[src/rtl/core/oaht_pkg.sv]
// Package for the open-addressing hash table: widths, codes and types.
// No dependencies.
package oaht_pkg;

    localparam int MaxSlots = 64;
    localparam int SlotW    = $clog2(MaxSlots);
    localparam int CntW     = SlotW + 1;
    localparam int KeyW     = 35;
    localparam int HandleW  = 32;
    localparam int HashW    = 23;
    localparam int QDepth   = 2;

    typedef enum logic [1:0] {
        CMD_INSERT = 2'd0,
        CMD_LOOKUP = 2'd1,
        CMD_DELETE = 2'd2,
        CMD_NOP    = 2'd3
    } cmd_t;

    typedef enum logic [1:0] {
        ST_OK        = 2'd0,
        ST_NOT_FOUND = 2'd1,
        ST_FULL      = 2'd2
    } status_t;

    typedef struct packed {
        logic [1:0]         cmd;
        logic [KeyW-1:0]    key;
        logic [HashW-1:0]   hash;
        logic [HandleW-1:0] handle;
    } op_t;

    typedef struct packed {
        logic [1:0]         cmd;
        logic [31:0]        key_chars;
        logic [2:0]         key_length;
        logic [HandleW-1:0] record_handle;
    } req_t;

    typedef struct packed {
        logic [1:0]         status;
        logic [HandleW-1:0] found_handle;
        logic [SlotW-1:0]   slot_index;
        logic               load_warning;
    } rsp_t;

endpackage

[src/rtl/core/oaht_if.sv]
// Valid/ready channel interfaces for the hash table.
// Depends on oaht_pkg.
interface oaht_req_if import oaht_pkg::*; ();
    logic valid;
    logic ready;
    req_t payload;
    modport source (output valid, output payload, input ready);
    modport sink (input valid, input payload, output ready);
endinterface

interface oaht_rsp_if import oaht_pkg::*; ();
    logic valid;
    logic ready;
    rsp_t payload;
    modport source (output valid, output payload, input ready);
    modport sink (input valid, input payload, output ready);
endinterface

interface oaht_cfg_if ();
    logic       valid;
    logic       ready;
    logic [6:0] data;
    modport source (output valid, output data, input ready);
    modport sink (input valid, input data, output ready);
endinterface

[src/rtl/core/oaht_ram.sv]
// Generic single-port-write, registered-read RAM.
// No dependencies.
module oaht_ram #(
    parameter int Width = 8,
    parameter int Depth = 64
) (
    input  logic                     clk,
    input  logic                     we,
    input  logic [$clog2(Depth)-1:0] waddr,
    input  logic [Width-1:0]         wdata,
    input  logic [$clog2(Depth)-1:0] raddr,
    output logic [Width-1:0]         rdata
);
    logic [Width-1:0] mem [Depth];

    always_ff @(posedge clk)
    begin
        if (we)
        begin
            mem[waddr] <= wdata;
        end
        rdata <= mem[raddr];
    end
endmodule

[src/rtl/core/oaht_front.sv]
// Front end: accepts requests, masks the key and folds the hash into a queue.
// Depends on oaht_pkg.
module oaht_front import oaht_pkg::*; (
    input  logic clk,
    input  logic rst_n,
    input  logic in_valid,
    output logic in_ready,
    input  req_t in_req,
    output logic q_valid,
    input  logic q_pop,
    output op_t  q_op
);
    op_t             q_mem [QDepth];
    logic [0:0]      wp_reg, rp_reg;
    logic [1:0]      cnt_reg;
    logic [2:0]      len;
    logic [31:0]     masked;
    logic [HashW-1:0] d;
    op_t             op_w;
    logic            push;

    always_comb
    begin
        len    = (in_req.key_length > 3'd4) ? 3'd4 : in_req.key_length;
        masked = '0;
        d      = '0;
        for (int j = 0; j < 4; j++)
        begin
            if (3'(j) < len)
            begin
                masked[31-8*j -: 8] = in_req.key_chars[31-8*j -: 8];
                d = HashW'(d * 5'd27) + HashW'(in_req.key_chars[31-8*j -: 8]);
            end
        end
        op_w.cmd    = in_req.cmd;
        op_w.key    = {len, masked};
        op_w.hash   = d;
        op_w.handle = in_req.record_handle;
    end

    assign in_ready = (cnt_reg != 2'(QDepth));
    assign push     = in_valid && in_ready;
    assign q_valid  = (cnt_reg != 2'd0);
    assign q_op     = q_mem[rp_reg];

    always_ff @(posedge clk)
    begin
        if (push)
        begin
            q_mem[wp_reg] <= op_w;
        end
    end

    always_ff @(posedge clk or negedge rst_n)
    begin
        if (!rst_n)
        begin
            wp_reg  <= '0;
            rp_reg  <= '0;
            cnt_reg <= '0;
        end
        else
        begin
            if (push)
            begin
                wp_reg <= wp_reg + 1'b1;
            end
            if (q_pop)
            begin
                rp_reg <= rp_reg + 1'b1;
            end
            cnt_reg <= cnt_reg + 2'(push) - 2'(q_pop);
        end
    end
endmodule

[src/rtl/core/oaht_back.sv]
// Back end: modulo unit, probe sequencer, table update and result register.
// Depends on oaht_pkg and oaht_ram.
module oaht_back import oaht_pkg::*; (
    input  logic       clk,
    input  logic       rst_n,
    input  logic [6:0] slots_cfg,
    input  logic       q_valid,
    output logic       q_pop,
    input  op_t        q_op,
    output logic       out_valid,
    input  logic       out_ready,
    output rsp_t       out_rsp
);
    typedef enum logic [2:0] {S_IDLE, S_MOD, S_READ, S_CHECK, S_OUT} state_t;

    state_t           state_reg;
    op_t              op_reg;
    logic [HashW-1:0] rem_reg;
    logic [4:0]       sh_reg;
    logic [CntW-1:0]  n_reg;
    logic [SlotW-1:0] p_reg;
    logic [CntW-1:0]  i_reg;
    logic [CntW:0]    inc_reg;
    logic [CntW-1:0]  count_reg;
    logic [MaxSlots-1:0] occ_reg, act_reg;
    logic             rvalid_reg;
    rsp_t             rsp_reg;
    status_t          res_status_reg;
    logic [HandleW-1:0] res_handle_reg;
    logic [SlotW-1:0] res_slot_reg;

    logic [CntW-1:0]  n_eff;
    logic [HashW+CntW-1:0] trial;
    logic             key_we, hdl_we;
    logic [KeyW-1:0]  key_rd;
    logic [HandleW-1:0] hdl_rd;
    logic [CntW:0]    psum;
    logic [CntW-1:0]  pnext;
    logic [CntW:0]    inc_add;
    logic [CntW:0]    inc_next;
    logic             hit_stop;
    logic [CntW-1:0]  cnt_new;
    logic             out_load;

    assign n_eff = (slots_cfg == 7'd0) ? CntW'(1) :
                   (slots_cfg > 7'(MaxSlots)) ? CntW'(MaxSlots) : CntW'(slots_cfg);

    assign trial = {{HashW{1'b0}}, n_reg} << sh_reg;

    assign hit_stop = !occ_reg[p_reg] || (key_rd == op_reg.key);
    // p + (2i+1) mod n, increment kept below n
    assign psum  = (CntW+1)'(p_reg) + inc_reg;
    assign pnext = (psum >= (CntW+1)'(n_reg)) ?
                   CntW'(psum - (CntW+1)'(n_reg)) : CntW'(psum);
    assign inc_add  = inc_reg + (CntW+1)'(2);
    assign inc_next = (inc_add >= (CntW+1)'(n_reg)) ?
                      inc_add - (CntW+1)'(n_reg) : inc_add;
    assign cnt_new = (count_reg < n_reg) ? count_reg + 1'b1 : count_reg;

    assign key_we = (state_reg == S_CHECK) && hit_stop && (op_reg.cmd == CMD_INSERT);
    assign hdl_we = key_we;

    assign out_load = (state_reg == S_OUT) && (!rvalid_reg || out_ready);

    oaht_ram #(.Width(KeyW), .Depth(MaxSlots)) u_key_ram (
        .clk(clk), .we(key_we), .waddr(p_reg), .wdata(op_reg.key),
        .raddr(p_reg), .rdata(key_rd)
    );

    oaht_ram #(.Width(HandleW), .Depth(MaxSlots)) u_hdl_ram (
        .clk(clk), .we(hdl_we), .waddr(p_reg), .wdata(op_reg.handle),
        .raddr(p_reg), .rdata(hdl_rd)
    );

    assign q_pop     = (state_reg == S_IDLE) && q_valid;
    assign out_valid = rvalid_reg;
    assign out_rsp   = rsp_reg;

    always_ff @(posedge clk or negedge rst_n)
    begin
        if (!rst_n)
        begin
            state_reg      <= S_IDLE;
            occ_reg        <= '0;
            act_reg        <= '0;
            count_reg      <= '0;
            rvalid_reg     <= 1'b0;
            op_reg         <= '0;
            rem_reg        <= '0;
            sh_reg         <= '0;
            n_reg          <= '0;
            p_reg          <= '0;
            i_reg          <= '0;
            inc_reg        <= '0;
            rsp_reg        <= '0;
            res_status_reg <= ST_OK;
            res_handle_reg <= '0;
            res_slot_reg   <= '0;
        end
        else
        begin
            if (out_load)
            begin
                rvalid_reg <= 1'b1;
            end
            else if (out_ready)
            begin
                rvalid_reg <= 1'b0;
            end
            unique case (state_reg)
                S_IDLE:
                begin
                    if (q_valid)
                    begin
                        op_reg  <= q_op;
                        rem_reg <= q_op.hash;
                        n_reg   <= n_eff;
                        sh_reg  <= 5'(HashW - 1);
                        state_reg <= (q_op.cmd == CMD_NOP) ? S_OUT : S_MOD;
                        res_status_reg <= ST_NOT_FOUND;
                        res_handle_reg <= '0;
                        res_slot_reg   <= '0;
                    end
                end
                S_MOD:
                begin
                    // restoring remainder, one shift per cycle
                    if ({{CntW{1'b0}}, rem_reg} >= trial)
                    begin
                        rem_reg <= rem_reg - HashW'(trial);
                    end
                    if (sh_reg == 5'd0)
                    begin
                        state_reg <= S_READ;
                    end
                    else
                    begin
                        sh_reg <= sh_reg - 1'b1;
                    end
                end
                S_READ:
                begin
                    if (sh_reg == 5'd0 && i_reg == '0 && inc_reg == '0)
                    begin
                        p_reg   <= SlotW'(rem_reg);
                        inc_reg <= (CntW+1)'(1);
                        sh_reg  <= 5'd1;
                        state_reg <= S_READ;
                    end
                    else
                    begin
                        state_reg <= S_CHECK;
                    end
                end
                S_CHECK:
                begin
                    if (hit_stop)
                    begin
                        res_slot_reg <= p_reg;
                        unique case (op_reg.cmd)
                            CMD_INSERT:
                            begin
                                occ_reg[p_reg]  <= 1'b1;
                                act_reg[p_reg]  <= 1'b1;
                                count_reg       <= cnt_new;
                                res_status_reg  <= ST_OK;
                            end
                            CMD_LOOKUP:
                            begin
                                if (occ_reg[p_reg] && act_reg[p_reg])
                                begin
                                    res_status_reg <= ST_OK;
                                    res_handle_reg <= hdl_rd;
                                end
                            end
                            default:
                            begin
                                if (occ_reg[p_reg])
                                begin
                                    act_reg[p_reg] <= 1'b0;
                                    res_status_reg <= ST_OK;
                                end
                            end
                        endcase
                        state_reg <= S_OUT;
                    end
                    else if (i_reg + 1'b1 >= n_reg)
                    begin
                        res_status_reg <= ST_FULL;
                        state_reg <= S_OUT;
                    end
                    else
                    begin
                        i_reg   <= i_reg + 1'b1;
                        p_reg   <= SlotW'(pnext);
                        inc_reg <= inc_next;
                        state_reg <= S_READ;
                    end
                end
                S_OUT:
                begin
                    if (out_load)
                    begin
                        rsp_reg.status       <= res_status_reg;
                        rsp_reg.found_handle <= res_handle_reg;
                        rsp_reg.slot_index   <= res_slot_reg;
                        rsp_reg.load_warning <= ({1'b0, count_reg} << 1) > (CntW+1)'(n_reg);
                        i_reg   <= '0;
                        inc_reg <= '0;
                        state_reg <= S_IDLE;
                    end
                end
                default:
                begin
                    state_reg <= S_IDLE;
                end
            endcase
        end
    end
endmodule

[src/rtl/core/open_addressing_hash_table_top.sv]
// Top level of the open-addressing hash table: config register, front, back.
// Depends on oaht_pkg, oaht_if, oaht_front, oaht_back.
//
//  channel  dir  payload
//  req      in   cmd, key_chars, key_length, record_handle
//  rsp      out  status, found_handle, slot_index, load_warning
//  cfg      in   slots_in_use (7 bits)
//
// In the back end a request is popped, the bit-serial modulo runs, the home read is
// issued, each probe (1 to n probes) takes a read and a check through the registered
// slot RAM read, and the result is loaded. A no-op goes from the pop to the result load.
// Front queue holds two requests; a result waiting in the output register stalls the
// back end only once its next result is ready.
// Reset clears valid marks and count; slot RAM contents are not cleared.
module open_addressing_hash_table_top import oaht_pkg::*; (
    input logic          clk,
    input logic          rst_n,
    oaht_req_if.sink     req,
    oaht_rsp_if.source   rsp,
    oaht_cfg_if.sink     cfg
);
    logic [6:0] slots_reg;
    logic       q_valid, q_pop;
    op_t        q_op;

    assign cfg.ready = 1'b1;

    always_ff @(posedge clk or negedge rst_n)
    begin
        if (!rst_n)
        begin
            slots_reg <= 7'(MaxSlots);
        end
        else if (cfg.valid)
        begin
            slots_reg <= cfg.data;
        end
    end

    oaht_front u_front (
        .clk(clk), .rst_n(rst_n),
        .in_valid(req.valid), .in_ready(req.ready), .in_req(req.payload),
        .q_valid(q_valid), .q_pop(q_pop), .q_op(q_op)
    );

    oaht_back u_back (
        .clk(clk), .rst_n(rst_n), .slots_cfg(slots_reg),
        .q_valid(q_valid), .q_pop(q_pop), .q_op(q_op),
        .out_valid(rsp.valid), .out_ready(rsp.ready), .out_rsp(rsp.payload)
    );
endmodule

[src/flat_wrapper.sv]
// flat-port wrapper written by rule: the top's interface ports become plain ports
module open_addressing_hash_table_top_flat import oaht_pkg::*;
  (clk, rst_n, req_valid, req_payload, req_ready, rsp_valid, rsp_payload, rsp_ready, cfg_valid, cfg_data, cfg_ready);
  oaht_req_if req_i ();
  oaht_rsp_if rsp_i ();
  oaht_cfg_if cfg_i ();
  input logic clk;
  input logic rst_n;
  input wire logic [$bits(req_i.valid)-1:0] req_valid;
  input wire logic [$bits(req_i.payload)-1:0] req_payload;
  output wire logic [$bits(req_i.ready)-1:0] req_ready;
  output wire logic [$bits(rsp_i.valid)-1:0] rsp_valid;
  output wire logic [$bits(rsp_i.payload)-1:0] rsp_payload;
  input wire logic [$bits(rsp_i.ready)-1:0] rsp_ready;
  input wire logic [$bits(cfg_i.valid)-1:0] cfg_valid;
  input wire logic [$bits(cfg_i.data)-1:0] cfg_data;
  output wire logic [$bits(cfg_i.ready)-1:0] cfg_ready;
  assign req_i.valid = req_valid;
  assign req_i.payload = req_payload;
  assign req_ready = req_i.ready;
  assign rsp_valid = rsp_i.valid;
  assign rsp_payload = rsp_i.payload;
  assign rsp_i.ready = rsp_ready;
  assign cfg_i.valid = cfg_valid;
  assign cfg_i.data = cfg_data;
  assign cfg_ready = cfg_i.ready;
  open_addressing_hash_table_top u_core (.clk(clk), .rst_n(rst_n), .req(req_i), .rsp(rsp_i), .cfg(cfg_i));
endmodule
[config.mk]
export PLATFORM = sky130hd
export DESIGN_NAME = open_addressing_hash_table_top_flat
export DESIGN_NICKNAME = d
export VERILOG_FILES = /design/src/rtl/core/oaht_pkg.sv /design/src/rtl/core/oaht_if.sv /design/src/rtl/core/oaht_ram.sv /design/src/rtl/core/oaht_front.sv /design/src/rtl/core/oaht_back.sv /design/src/rtl/core/open_addressing_hash_table_top.sv /design/src/flat_wrapper.sv
export SDC_FILE = /design/constraint.sdc
export NUM_CORES = 2
export LEC_CHECK = 0
export BUFFER_PORTS_ARGS = -buffer_cell sky130_fd_sc_hd__buf_2
export CORE_ASPECT_RATIO = 0.75
export CORE_MARGIN = 1.5
export CORE_UTILIZATION = 30
export CTS_BUF_LIST = sky130_fd_sc_hd__clkbuf_16
export CTS_CLUSTER_DIAMETER = 100
export DETAILED_ROUTE_END_ITERATION = 10
export PLACE_DENSITY_LB_ADDON = 0.05
export SYNTH_ARGS = -nofsm -noshare
export SYNTH_HDL_FRONTEND = slang
export SYNTH_MEMORY_MAX_BITS = 65536
export SYNTH_SLANG_ARGS = --single-unit
[constraint.sdc]
create_clock -name clk -period 11.6 [get_ports clk]
set_input_delay 1.74 -clock clk [delete_from_list [all_inputs] [get_ports clk]]
set_output_delay 1.74 -clock clk [all_outputs]
set_load 0.02 [all_outputs]
==> summary.log <==
[cts] clock net sink count 4895
[cts] CTS Hold Bufs 0
[die] Placement Rows 250
[global_route] aggregate global routing overflow 0
[worst_setup_path] worst path arrival time 11.90 ns
[drt] Final Routed Wirelength 784000 um
[sta] post-route worst setup slack 0.509 ns
[sta] minimum clock period after layout 11.09 ns
[run] number of violations of the max-capacitance limit 0
[hold_path] start point of the worst hold path u_core.u_back.u_hdl_ram.rdata[1]
[die] floorplan die width 913 um
[drt] number of DRC markers in iteration 0 14500
[die] die height 685 um
[worst_setup_path] highest cell delay on the worst timing path 0.58 ns
[synth] number of enable-type register cells in the synthesized netlist 4472
[sta] setup repair after global routing missed its margin no
[worst_setup_path] Critical Path Fanout Max 4
[cts] maximum clock insertion buffer count 4
[sta] count of endpoints failing hold in the final timing report 0
[cts] number of gates resized after cts 0
[finish] largest registers in the final layout u_core.u_back.u_key_ram.mem x2240, u_core.u_back.u_hdl_ram.mem x2048, u_core.u_front.q_mem x184
[sta] Tightest Pin Transition 1.40 ns
[cts] insertion delay to the later sink of the worst-skew pair 1.10 ns
[worst_setup_path] Worst R2R Setup Slack 4.43 ns
[finish] register containing the most flip-flops in the final layout u_core.u_back.u_key_ram.mem
[synth] post-synthesis cell count 10800
[place] HPWL Detailed 409000 um
[cts] number of clock buffers inserted by TritonCTS 532
[outcome] outcome complete, but fails checks
[synth] post-synthesis sequential element count 4895
[global_route] maximum number of pins on one net before global-route repair 141
[synth] synth cell count leaders 4472 x edfxtp_1, 1530 x a22oi_1, 405 x clkbuf_1
[worst_setup_path] worst setup path category in -> reg
[place] weighted congestion reported at the end of routability-driven placement 0.767
[synth] Cell variety after synth 93
[worst_setup_path] launching element type of the critical path input port
[global_route] number of antenna violations at the first check in global routing 68
[drt] # DRC 20
[sta] setup violators final 0
[outcome] violations in the final reports design-rule violations
[hold_path] cell count of the worst hold path 2
[global_route] via count of the first global-routing pass 110000
[synth] Main synth FF type edfxtp_1
[sta] final worst clock skew 0.0670 ns
[global_route] wire length of the first global-routing pass 1040000 um
[die] starting utilization of the core area 30.1%
[cts] clock tree from TritonCTS yes
[finish] share of final-layout standard cells stronger than drive strength 1 14.3%
[cts] buffer cell driving the clock tree root clkbuf_16
[synth] library cell with the highest instance count after synthesis edfxtp_1
[worst_setup_path] crit-path most repeated cell inv_1
[drt] DRT Pass-1 Iters 11
[drt] detailed-route wire length per cell 39.2 um
[worst_setup_path] worst r2r path cells 10
[finish] max FFs per register 2240
[hold_path] worst hold path endpoint u_core.u_back.res_handle_reg[1]
[place] number of buffers added on ports 123
[synth] Syn Std Cell Area 186000 sq um
[die] Ports 125
[sta] Tcrit/Tclk final 95.6%
[sta] final slew viol count 0
[finish] multi-input gate area in the final layout 38900 sq um
[sta] worst slew slack as a fraction of its limit 5.06%
[global_route] aggregate global-route resource usage 24.2%
[synth] area fraction of the dominant cell type after synthesis 72.1%
[worst_setup_path] type of element capturing the critical path register
[drt] Via density 5.63
[cts] H-Tree Depth 6
[cts] number of post-CTS setup repair buffers 0
[worst_setup_path] RR Startpoint u_core.u_back.op_reg[70]
[worst_setup_path] Data required, critical path 12.41 ns
[sta] Max Freq 0.0902 GHz
[cts] clock transition at the registers of the reported paths 0.06 ns
[synth] Synth area leader edfxtp_1
[synth] register area share after synthesis 77.6%
[finish] area overhead of the layout relative to synthesis 16.3%
[worst_setup_path] worst reg2reg path endpoint u_core.u_back.u_hdl_ram.mem[10][25]
[finish] filler cell count in the final layout 58100
[place] Post-Place Worst Slack -0.478 ns
[synth] synth warn 0
[finish] register area 145000 sq um
[synth] net count of the mapped netlist 11200
[finish] Layout Nets 11700
[drt] post-route ant nets 0
[synth] ranking of synthesized cells by area edfxtp_1 72%, a22oi_1 6.2%, dfrtp_1 4.8%, a22o_1 1.5%, a221oi_1 1.5%
[worst_setup_path] critical path's slowest cell a2111oi_0
[drt] number of vias in the routed layout 112000
[hold_path] Hold Path Class reg -> reg
[synth] synthesized area per cell 17.2 sq um
[die] Core Footprint 618000 sq um
[die] die outline area 626000 sq um
[place] cell count after placement 19000
[finish] final instance count without filler cells 20000
[synth] ys async rst share 7.27%
cell usage in the layout (no fill, tap or decap), types with 106 or more instances in the layout:
cell	n
o21ai_0	202
buf_2	122
edfxtp_1	4472
dfrtp_1	285
a31oi_1	329
a221oi_1	317
ha_1	199
clkbuf_16	551
clkinv_1	128
a21oi_1	179
a41oi_1	150
a22oi_1	1530
nand2_1	308
buf_4	475
inv_1	338
a22o_1	328
nor2_1	106
critical path, delay by kind of cell:
family | cells | cell delay [ns]
simple gates | 7 | 1.61
buf+inv | 9 | 0.65
compound gates | 10 | 2.77
fa+ha+maj | 12 | 4.54
xor+xnor | 3 | 0.52
per-stage QoR:
| step | instance area, sq um | setup TNS (ns) | hold WS [ns] | util, % |
|---|---|---|---|---|
| after floorplan | 186000 | 0 | 0.406 | - |
| after global placement | 200000 | -3.55 | 0.422 | 32.4 |
| after detailed placement | 200000 | -2.57 | 0.427 | 32.4 |
| after CTS | 217000 | 0 | 0.436 | 35.0 |
| after global routing | 217000 | 0 | 0.455 | 35.0 |
| final | 217000 | 0 | 0.430 | 35.0 |
routing by layer:
layer / up-vias / global-route usage (%) / part of all wire, %
met1: 61500 / 37.5 / 48
li1: 45800 / - / -
met4: 2 / 4.27 / 1.8
met2: 4351 / 36.8 / 44
met5: - / 0 / 0.0017
met3: 784 / 2.94 / 6.0
layout make-up:
cell class	instances	share of cell area [%]
antenna	15	0.0173
clock buffer	551	6.36
clock inverter	408	1.14
inverter	183	0.317
multi-input combinational	5044	17.9
sequential	4895	66.7
tap	8190	4.73
timing repair buffer	685	2.74
cell families after synthesis:
group                    share of synthesized area, %
adder cells (fa/ha/maj)                          2.09
other                                         0.00201
XOR/XNOR                                        0.696
multiplexers                                     1.59
buffers and inverters                            1.94
AO/OA/AOI/OAI                                    13.3
AND/OR/NAND/NOR                                  2.73
flip-flops                                       77.6
how the worst max path moves through the flow:
stage	startpoint	endpoint	cells past startpoint
floorplan	req_payload[33]	u_core.u_front.q_mem[0][54]	41
global placement	req_payload[33]	u_core.u_front.q_mem[0][54]	42
detailed placement	req_payload[32]	u_core.u_front.q_mem[1][54]	42
CTS	req_payload[33]	u_core.u_front.q_mem[0][54]	41
global route	req_payload[32]	u_core.u_front.q_mem[0][54]	42
finish	req_payload[33]	u_core.u_front.q_mem[0][54]	41
Power is not shown: default switching activity piles up to over one toggle a cycle in this logic, so the estimate is an artifact.
